File: src/rtl/spq_pkg.sv
// ----------------------------------------------------------------------------
// spq_pkg
// Shared constants, types and helper functions for the stable priority queue.
// ----------------------------------------------------------------------------
package spq_pkg;

  localparam int DEPTH       = 16;
  localparam int PRIO_LEVELS = 5 - 1 + 1;
  localparam int PRIO_MIN    = 1;
  localparam int PRIO_MAX    = PRIO_MIN + PRIO_LEVELS - 1;

  localparam int VALUE_W  = 32;
  localparam int PRIO_W   = 3;
  localparam int STATUS_W = 2;
  localparam int FILL_W   = 5;

  localparam int LVL_W     = (PRIO_LEVELS > 1) ? $clog2(PRIO_LEVELS) : 1;
  localparam int SLOT_W    = (DEPTH > 1) ? $clog2(DEPTH) : 1;
  localparam int CNT_W     = $clog2(DEPTH + 1);
  localparam int ADDR_W    = LVL_W + SLOT_W;
  localparam int RAM_WORDS = PRIO_LEVELS * (2 ** SLOT_W);

  typedef logic [LVL_W-1:0]  lvl_t;
  typedef logic [SLOT_W-1:0] slot_t;
  typedef logic [CNT_W-1:0]  cnt_t;

  typedef enum logic [STATUS_W-1:0] {
    ST_DONE  = 2'd0,
    ST_EMPTY = 2'd1,
    ST_FULL  = 2'd2
  } status_t;

  typedef enum logic {
    OP_PUSH = 1'b0,
    OP_POP  = 1'b1
  } op_t;

  typedef struct packed {
    logic empty;
    logic full;
    cnt_t count;
    lvl_t pop_lvl;
  } ctrl_status_t;

  // Out-of-range priorities are clamped into the legal band before mapping.
  function automatic lvl_t prio_to_lvl(input logic [PRIO_W-1:0] p);
    lvl_t lvl;
    if (p <= PRIO_W'(PRIO_MIN)) begin
      lvl = '0;
    end else if (p >= PRIO_W'(PRIO_MAX)) begin
      lvl = lvl_t'(PRIO_LEVELS - 1);
    end else begin
      lvl = lvl_t'(p - PRIO_W'(PRIO_MIN));
    end
    return lvl;
  endfunction

  function automatic logic [PRIO_W-1:0] lvl_to_prio(input lvl_t lvl);
    return PRIO_W'(lvl) + PRIO_W'(PRIO_MIN);
  endfunction

  function automatic slot_t slot_inc(input slot_t s);
    slot_t r;
    if (s == SLOT_W'(DEPTH - 1)) begin
      r = '0;
    end else begin
      r = s + SLOT_W'(1);
    end
    return r;
  endfunction

endpackage

File: src/rtl/stable_priority_queue.sv
// ----------------------------------------------------------------------------
// stable_priority_queue
// Bounded priority queue: one ring buffer per priority level, held in a
// single value RAM addressed by {level, slot}.
// ----------------------------------------------------------------------------
// A push or a refused transaction has its result valid in the cycle after
// acceptance; a successful pop passes through S_READ for the RAM read first.
// One transaction at a time: in_ready is high only in S_IDLE, so a new
// request is taken only after the last result has been accepted.
// Reset clears all pointers and counts, so the queue starts empty; the RAM
// contents are not cleared.
module stable_priority_queue import spq_pkg::*; (
  input  logic                      clk,
  input  logic                      rst,
  input  logic                      in_valid,
  output logic                      in_ready,
  input  logic                      op,
  input  logic signed [VALUE_W-1:0] value,
  input  logic [PRIO_W-1:0]         priority_req,
  output logic                      out_valid,
  input  logic                      out_ready,
  output logic [STATUS_W-1:0]       status,
  output logic signed [VALUE_W-1:0] popped_value,
  output logic [PRIO_W-1:0]         popped_priority,
  output logic [FILL_W-1:0]         fill_level
);

  typedef enum logic [2:0] {
    S_IDLE = 3'b001,
    S_READ = 3'b010,
    S_HOLD = 3'b100
  } state_t;

  state_t              state;
  ctrl_status_t        stat;
  slot_t               wr_slot;
  slot_t               rd_slot;
  lvl_t                push_lvl;
  logic                accept;
  logic                is_push;
  logic                push_go;
  logic                pop_go;
  logic [VALUE_W-1:0]  rd_data;

  assign in_ready  = (state == S_IDLE);
  assign out_valid = (state == S_HOLD);
  assign accept    = in_valid && in_ready;
  assign is_push   = (op_t'(op) == OP_PUSH);
  assign push_lvl  = prio_to_lvl(priority_req);
  assign push_go   = accept && is_push && !stat.full;
  assign pop_go    = accept && !is_push && !stat.empty;

  spq_lvl_ctrl u_lvl_ctrl (
    .clk      (clk),
    .rst      (rst),
    .push     (push_go),
    .pop      (pop_go),
    .push_lvl (push_lvl),
    .wr_slot  (wr_slot),
    .rd_slot  (rd_slot),
    .stat     (stat)
  );

  spq_ram #(
    .DATA_W    (VALUE_W),
    .NUM_WORDS (RAM_WORDS)
  ) u_ram (
    .clk   (clk),
    .we    (push_go),
    .waddr ({push_lvl, wr_slot}),
    .wdata (value),
    .re    (pop_go),
    .raddr ({stat.pop_lvl, rd_slot}),
    .rdata (rd_data)
  );

  always_ff @(posedge clk) begin
    if (rst) begin
      state <= S_IDLE;
    end else begin
      case (state)
        S_IDLE: begin
          if (accept) begin
            state <= pop_go ? S_READ : S_HOLD;
          end
        end
        S_READ: begin
          state <= S_HOLD;
        end
        S_HOLD: begin
          if (out_ready) begin
            state <= S_IDLE;
          end
        end
        default: begin
          state <= S_IDLE;
        end
      endcase
    end
  end

  // Result registers; on a pop, popped_value is filled in the cycle after acceptance.
  always_ff @(posedge clk) begin
    if (accept) begin
      popped_value    <= '0;
      popped_priority <= '0;
      if (is_push) begin
        if (stat.full) begin
          status     <= ST_FULL;
          fill_level <= FILL_W'(stat.count);
        end else begin
          status     <= ST_DONE;
          fill_level <= FILL_W'(stat.count + CNT_W'(1));
        end
      end else if (stat.empty) begin
        status     <= ST_EMPTY;
        fill_level <= FILL_W'(stat.count);
      end else begin
        status          <= ST_DONE;
        popped_priority <= lvl_to_prio(stat.pop_lvl);
        fill_level      <= FILL_W'(stat.count - CNT_W'(1));
      end
    end else if (state == S_READ) begin
      popped_value <= rd_data;
    end
  end

endmodule

File: src/rtl/spq_ram.sv
// ----------------------------------------------------------------------------
// spq_ram
// Generic single-clock RAM with one write port and one registered read port.
// ----------------------------------------------------------------------------
module spq_ram #(
  parameter int DATA_W    = 32,
  parameter int NUM_WORDS = 16
) (
  input  logic                                           clk,
  input  logic                                           we,
  input  logic [((NUM_WORDS > 1) ? $clog2(NUM_WORDS) : 1)-1:0] waddr,
  input  logic [DATA_W-1:0]                              wdata,
  input  logic                                           re,
  input  logic [((NUM_WORDS > 1) ? $clog2(NUM_WORDS) : 1)-1:0] raddr,
  output logic [DATA_W-1:0]                              rdata
);

  logic [DATA_W-1:0] mem [NUM_WORDS];

  always_ff @(posedge clk) begin
    if (we) begin
      mem[waddr] <= wdata;
    end
    if (re) begin
      rdata <= mem[raddr];
    end
  end

endmodule

File: src/rtl/spq_lvl_ctrl.sv
// ----------------------------------------------------------------------------
// spq_lvl_ctrl
// Head and tail pointers and fill counts for the per-priority ring buffers,
// plus selection of the highest non-empty priority level for a pop.
// ----------------------------------------------------------------------------
module spq_lvl_ctrl import spq_pkg::*; (
  input  logic         clk,
  input  logic         rst,
  input  logic         push,
  input  logic         pop,
  input  lvl_t         push_lvl,
  output slot_t        wr_slot,
  output slot_t        rd_slot,
  output ctrl_status_t stat
);

  slot_t head    [PRIO_LEVELS];
  slot_t tail    [PRIO_LEVELS];
  cnt_t  lvl_cnt [PRIO_LEVELS];
  cnt_t  total;
  lvl_t  top_lvl;

  // The last non-empty level in ascending order is the highest priority.
  always_comb begin
    top_lvl = '0;
    for (int i = 0; i < PRIO_LEVELS; i++) begin
      if (lvl_cnt[i] != '0) begin
        top_lvl = lvl_t'(i);
      end
    end
  end

  assign wr_slot      = tail[push_lvl];
  assign rd_slot      = head[top_lvl];
  assign stat.empty   = (total == '0);
  assign stat.full    = (total == CNT_W'(DEPTH));
  assign stat.count   = total;
  assign stat.pop_lvl = top_lvl;

  always_ff @(posedge clk) begin
    if (rst) begin
      for (int i = 0; i < PRIO_LEVELS; i++) begin
        head[i]    <= '0;
        tail[i]    <= '0;
        lvl_cnt[i] <= '0;
      end
      total <= '0;
    end else if (push) begin
      tail[push_lvl]    <= slot_inc(tail[push_lvl]);
      lvl_cnt[push_lvl] <= lvl_cnt[push_lvl] + CNT_W'(1);
      total             <= total + CNT_W'(1);
    end else if (pop) begin
      head[top_lvl]    <= slot_inc(head[top_lvl]);
      lvl_cnt[top_lvl] <= lvl_cnt[top_lvl] - CNT_W'(1);
      total            <= total - CNT_W'(1);
    end
  end

endmodule

File: config.mk
export PLATFORM = sky130hd
export DESIGN_NAME = stable_priority_queue
export DESIGN_NICKNAME = d
export VERILOG_FILES = /design/src/rtl/spq_pkg.sv /design/src/rtl/stable_priority_queue.sv /design/src/rtl/spq_ram.sv /design/src/rtl/spq_lvl_ctrl.sv
export SDC_FILE = /design/constraint.sdc
export NUM_CORES = 2
export LEC_CHECK = 0
export ABC_AREA = 1
export BUFFER_PORTS_ARGS = -buffer_cell sky130_fd_sc_hd__buf_2
export CAP_MARGIN = 40
export CORE_UTILIZATION = 36
export DETAILED_ROUTE_END_ITERATION = 16
export SKIP_LAST_GASP = 1
export SYNTH_ARGS = -nofsm -noshare
export SYNTH_HDL_FRONTEND = slang
export SYNTH_SLANG_ARGS = --single-unit
export TNS_END_PERCENT = 20
File: constraint.sdc
create_clock -name clk -period 6 [get_ports clk]
set_input_delay 0.3 -clock clk [delete_from_list [all_inputs] [get_ports clk]]
set_output_delay 0.3 -clock clk [all_outputs]
set_load 0.01 [all_outputs]
==> run_results.csv <==
group,metric,value,unit
setup_path,cp_slowest_cell,"inv_8",
synth,synthArstFlopShare,0,%
global_route,antenna_found_initial,11,
route,drt.antenna.violating_nets,0,
route,via_per_inst,5.46,
timing,skew,51.4,ps
synth,avgSynthCellArea,12.1,um2
setup_path,critical_path_class,"register to register",
power,p_switching,13.1,mW
power,switching_share,28.2,%
finish,register_area,81900,um2
global_route,grt_pass1_wl,494000,um
floorplanning,fp.coreArea,306000,um2
synth,syn_area,111000,um2
floorplanning,io_pins,84,
timing,layout_setup_ws,753,ps
global_route,grt_usage,21.6,%
global_route,grt_max_degree,143,
power,combPwrFrac,15.5,%
power,internal_power,33.3,mW
route,drt-pass1-iter-count,9,
place,place_ws,849,ps
floorplanning,dieArea,310000,um2
power,power_leakage,44.7,nW
timing,relSlewSlack,32.3,%
global_route,grt_pass1_vias,71400,
power,p_clk_share,38.4,%
route,num_vias,74500,
synth,synth_cell_types,46,
finish,final_cell_mix,"edfxtp_1 (2,701), nand2_1 (2,214), nand3_1 (1,467), inv_1 (427), o21ai_0 (421)",
setup_path,path_cells,"or2_4, nor2_8, nand2_2, inv_2, nand3_1, nand3_2, nand2_8, inv_8, buf_12, nand2_1, nand3_1, nand3_1, nand3_1, nand3_1, nand2_1, nand2_1, nand3_1",
timing,fin_setup_tns,0,ps
synth,synth-warning-count,0,
floorplanning,die_h,557,um
place,dpl.hpwl,195000,um
timing,hold_viol_final,0,
setup_path,cp-end-kind,"register",
finish,final_common_cell,"edfxtp_1",
power,ir_drop,0.241,mV
clock_network,cts_buffers,292,
power,power-per-cell-area,362,nW/um2
route,wl,344000,um
timing,worstMarginPinSlew,1020,ps
finish,syn_to_final_growth,15.7,%
route,wl_per_cell,25.2,um
global_route,grt_overflow,0,
timing,finalCritPeriodShare,87.5,%
clock_network,htree_levels,5,
timing,min_period,5250,ps
timing,timing.hold.ws,28.9,ps
timing,fmax,191,MHz
synth,ys_ff_latch,2741,
finish,multiInputGateArea,25300,um2
synth,postSynthCellCount,9141,
synth,ys_seq_area_share,74.0,%
route,drc,0,
setup_path,cpMostUsedCell,"nand3_1",
place,port-buffer-count,83,
floorplanning,die-width,557,um
setup_path,cpPeakStageDelay,680,ps
setup_path,path_buf_inv,3,
setup_path,crit_family,"simple AND/OR/NAND/NOR gates",
finish,final_nets,9349,
clock_network,clk_path_buf_depth,4,
place,gp_congestion,0.853,
setup_path,cp.required,6750,ps
synth,synthFlopType,"edfxtp_1",
setup_path,cp.arrival,6000,ps
setup_path,worstSetupStartpointType,"register",
timing,grt_setup_unrepaired,"false",
finish,drive_above_1_share,9.70,%
status,status,"complete, no violations",
finish,fillers,28100,
clock_network,cts_root_buf,"clkbuf_16",
synth,synth_edf_count,2701,
floorplanning,start_util,36.2,%
clock_network,clk_latency,900,ps
timing,final-setup-viol-count,0,
power,pwr-share-seq,46.1,%
clock_network,cts_tree,"built",
clock_network,clock-sinks,2741,
worst_hold_path,hold_path_class,"primary input to register",
run,maxCapViolCount,0,
route,drtIter0Drc,9274,
clock_network,cts.clk_slew.worst_paths,60,ps
setup_path,cp_max_fo,99,
timing,slew_violations,0,
floorplanning,row_count,203,
-- timing repair --
item | in CTS | in global routing
setup buffers | 0 | 0
resized for setup | 0 | 0
hold buffers | 34 | 0
endpoints found under the hold margin | 567 | 0
-- final timing paths --
kind,endpoint,slack [ps],cells after the start,start
worst max-delay path,u_ram.rdata[6],750,17,u_lvl_ctrl.lvl_cnt[4][1]
worst min-delay path,u_ram.mem[10][14],30,2,value[14]
worst max register to register,u_ram.rdata[6],750,17,u_lvl_ctrl.lvl_cnt[4][1]
worst min register to register,popped_value[2],440,2,popped_value[2]
-- layer usage --
layer  wire length (um)  up-vias  GRT usage, %
met5                273        -             0
met1             138000    37200          29.1
met4              15000        8          8.96
met3              30500      671          3.43
met2             159000     3654          34.7
li1                   -    32900             -
-- cell type report --
cell class                 instances  share of cell area [%]
clock buffer                     370                    6.04
multi-input combinational       5404                    19.8
clock inverter                   158                    1.28
inverter                         435                    1.29
antenna                            7                  0.0137
timing repair buffer             427                    3.69
sequential                      2741                    63.9
tap                             4100                    4.00
-- power by group through the flow --
stage	sequential (mW)	clock [mW]	combinational, mW
floorplan	21.7	0	4.09
global placement	21.8	0	6.91
detailed placement	21.8	0	7.10
CTS	21.4	18.0	7.15
global route	21.4	18.7	7.72
finish	21.4	17.8	7.20
-- logic make-up after synthesis --
logic type                 share of synthesized area [%]
and+or+nand+nor                                     16.3
DFF                                                 74.0
AOI/OAI and AO/OA                                   5.71
buffers and inverters                               3.83
xor gates and xnor gates                          0.0633
adders and majority gates                         0.0904
other                                            0.00339
-- state kept, by name, indices dropped and copies added, names as in the netlist, 5 cells and up --
register,cells
fill_level,5
u_lvl_ctrl.lvl_cnt,40
u_ram.rdata,32
u_lvl_ctrl.head,27
u_lvl_ctrl.tail,32
u_ram.mem,2560
u_lvl_ctrl.total,5
popped_value,32
-- synth_stat cells (16+ instances only) --
cell type / number / area share [%]
dfxtp_1: 40 / 0.72
o22ai_1: 64 / 0.36
buf_4: 18 / 0.12
edfxtp_1: 2701 / 73
o211ai_1: 214 / 1.5
o21ai_0: 423 / 1.9
clkbuf_1: 200 / 0.68
a21oi_1: 315 / 1.4
buf_2: 310 / 1.4
nand4_1: 16 / 0.090
o21ai_1: 87 / 0.39
nand3_1: 1468 / 6.6
nand3b_1: 35 / 0.24
inv_1: 427 / 1.4
nand2_1: 2217 / 7.5
nor2_1: 491 / 1.7
buf_1: 35 / 0.12
-- worst register-to-register path, stage by stage (launching register included) --
cell      delay (ps)
edfxtp_1         420
or2_4            300
nor2_8           310
nand2_2          310
inv_2            320
nand3_1          140
nand3_2          150
nand2_8          310
inv_8            740
buf_12           470
nand2_1          220
nand3_1           90
nand3_1          160
nand3_1          190
nand3_1          180
nand2_1          260
nand2_1          340
nand3_1          200
-- metrics by stage --
| step | instance area, um2 | power (mW) | cells | utilization, % |
|---|---|---|---|---|
| 5_1_grt | 128000 | 47.8 | 13600 | 41.9 |
| 3_3_place_gp | 117000 | 28.7 | 13000 | 38.3 |
| 6_report | 128000 | 46.4 | 13600 | 41.9 |
| 3_5_place_dp | 118000 | 28.9 | 13100 | 38.7 |
| 4_1_cts | 128000 | 46.5 | 13600 | 41.9 |
| 2_1_floorplan | 111000 | 25.8 | 9147 | - |
Power figures use the tool's default switching activity.
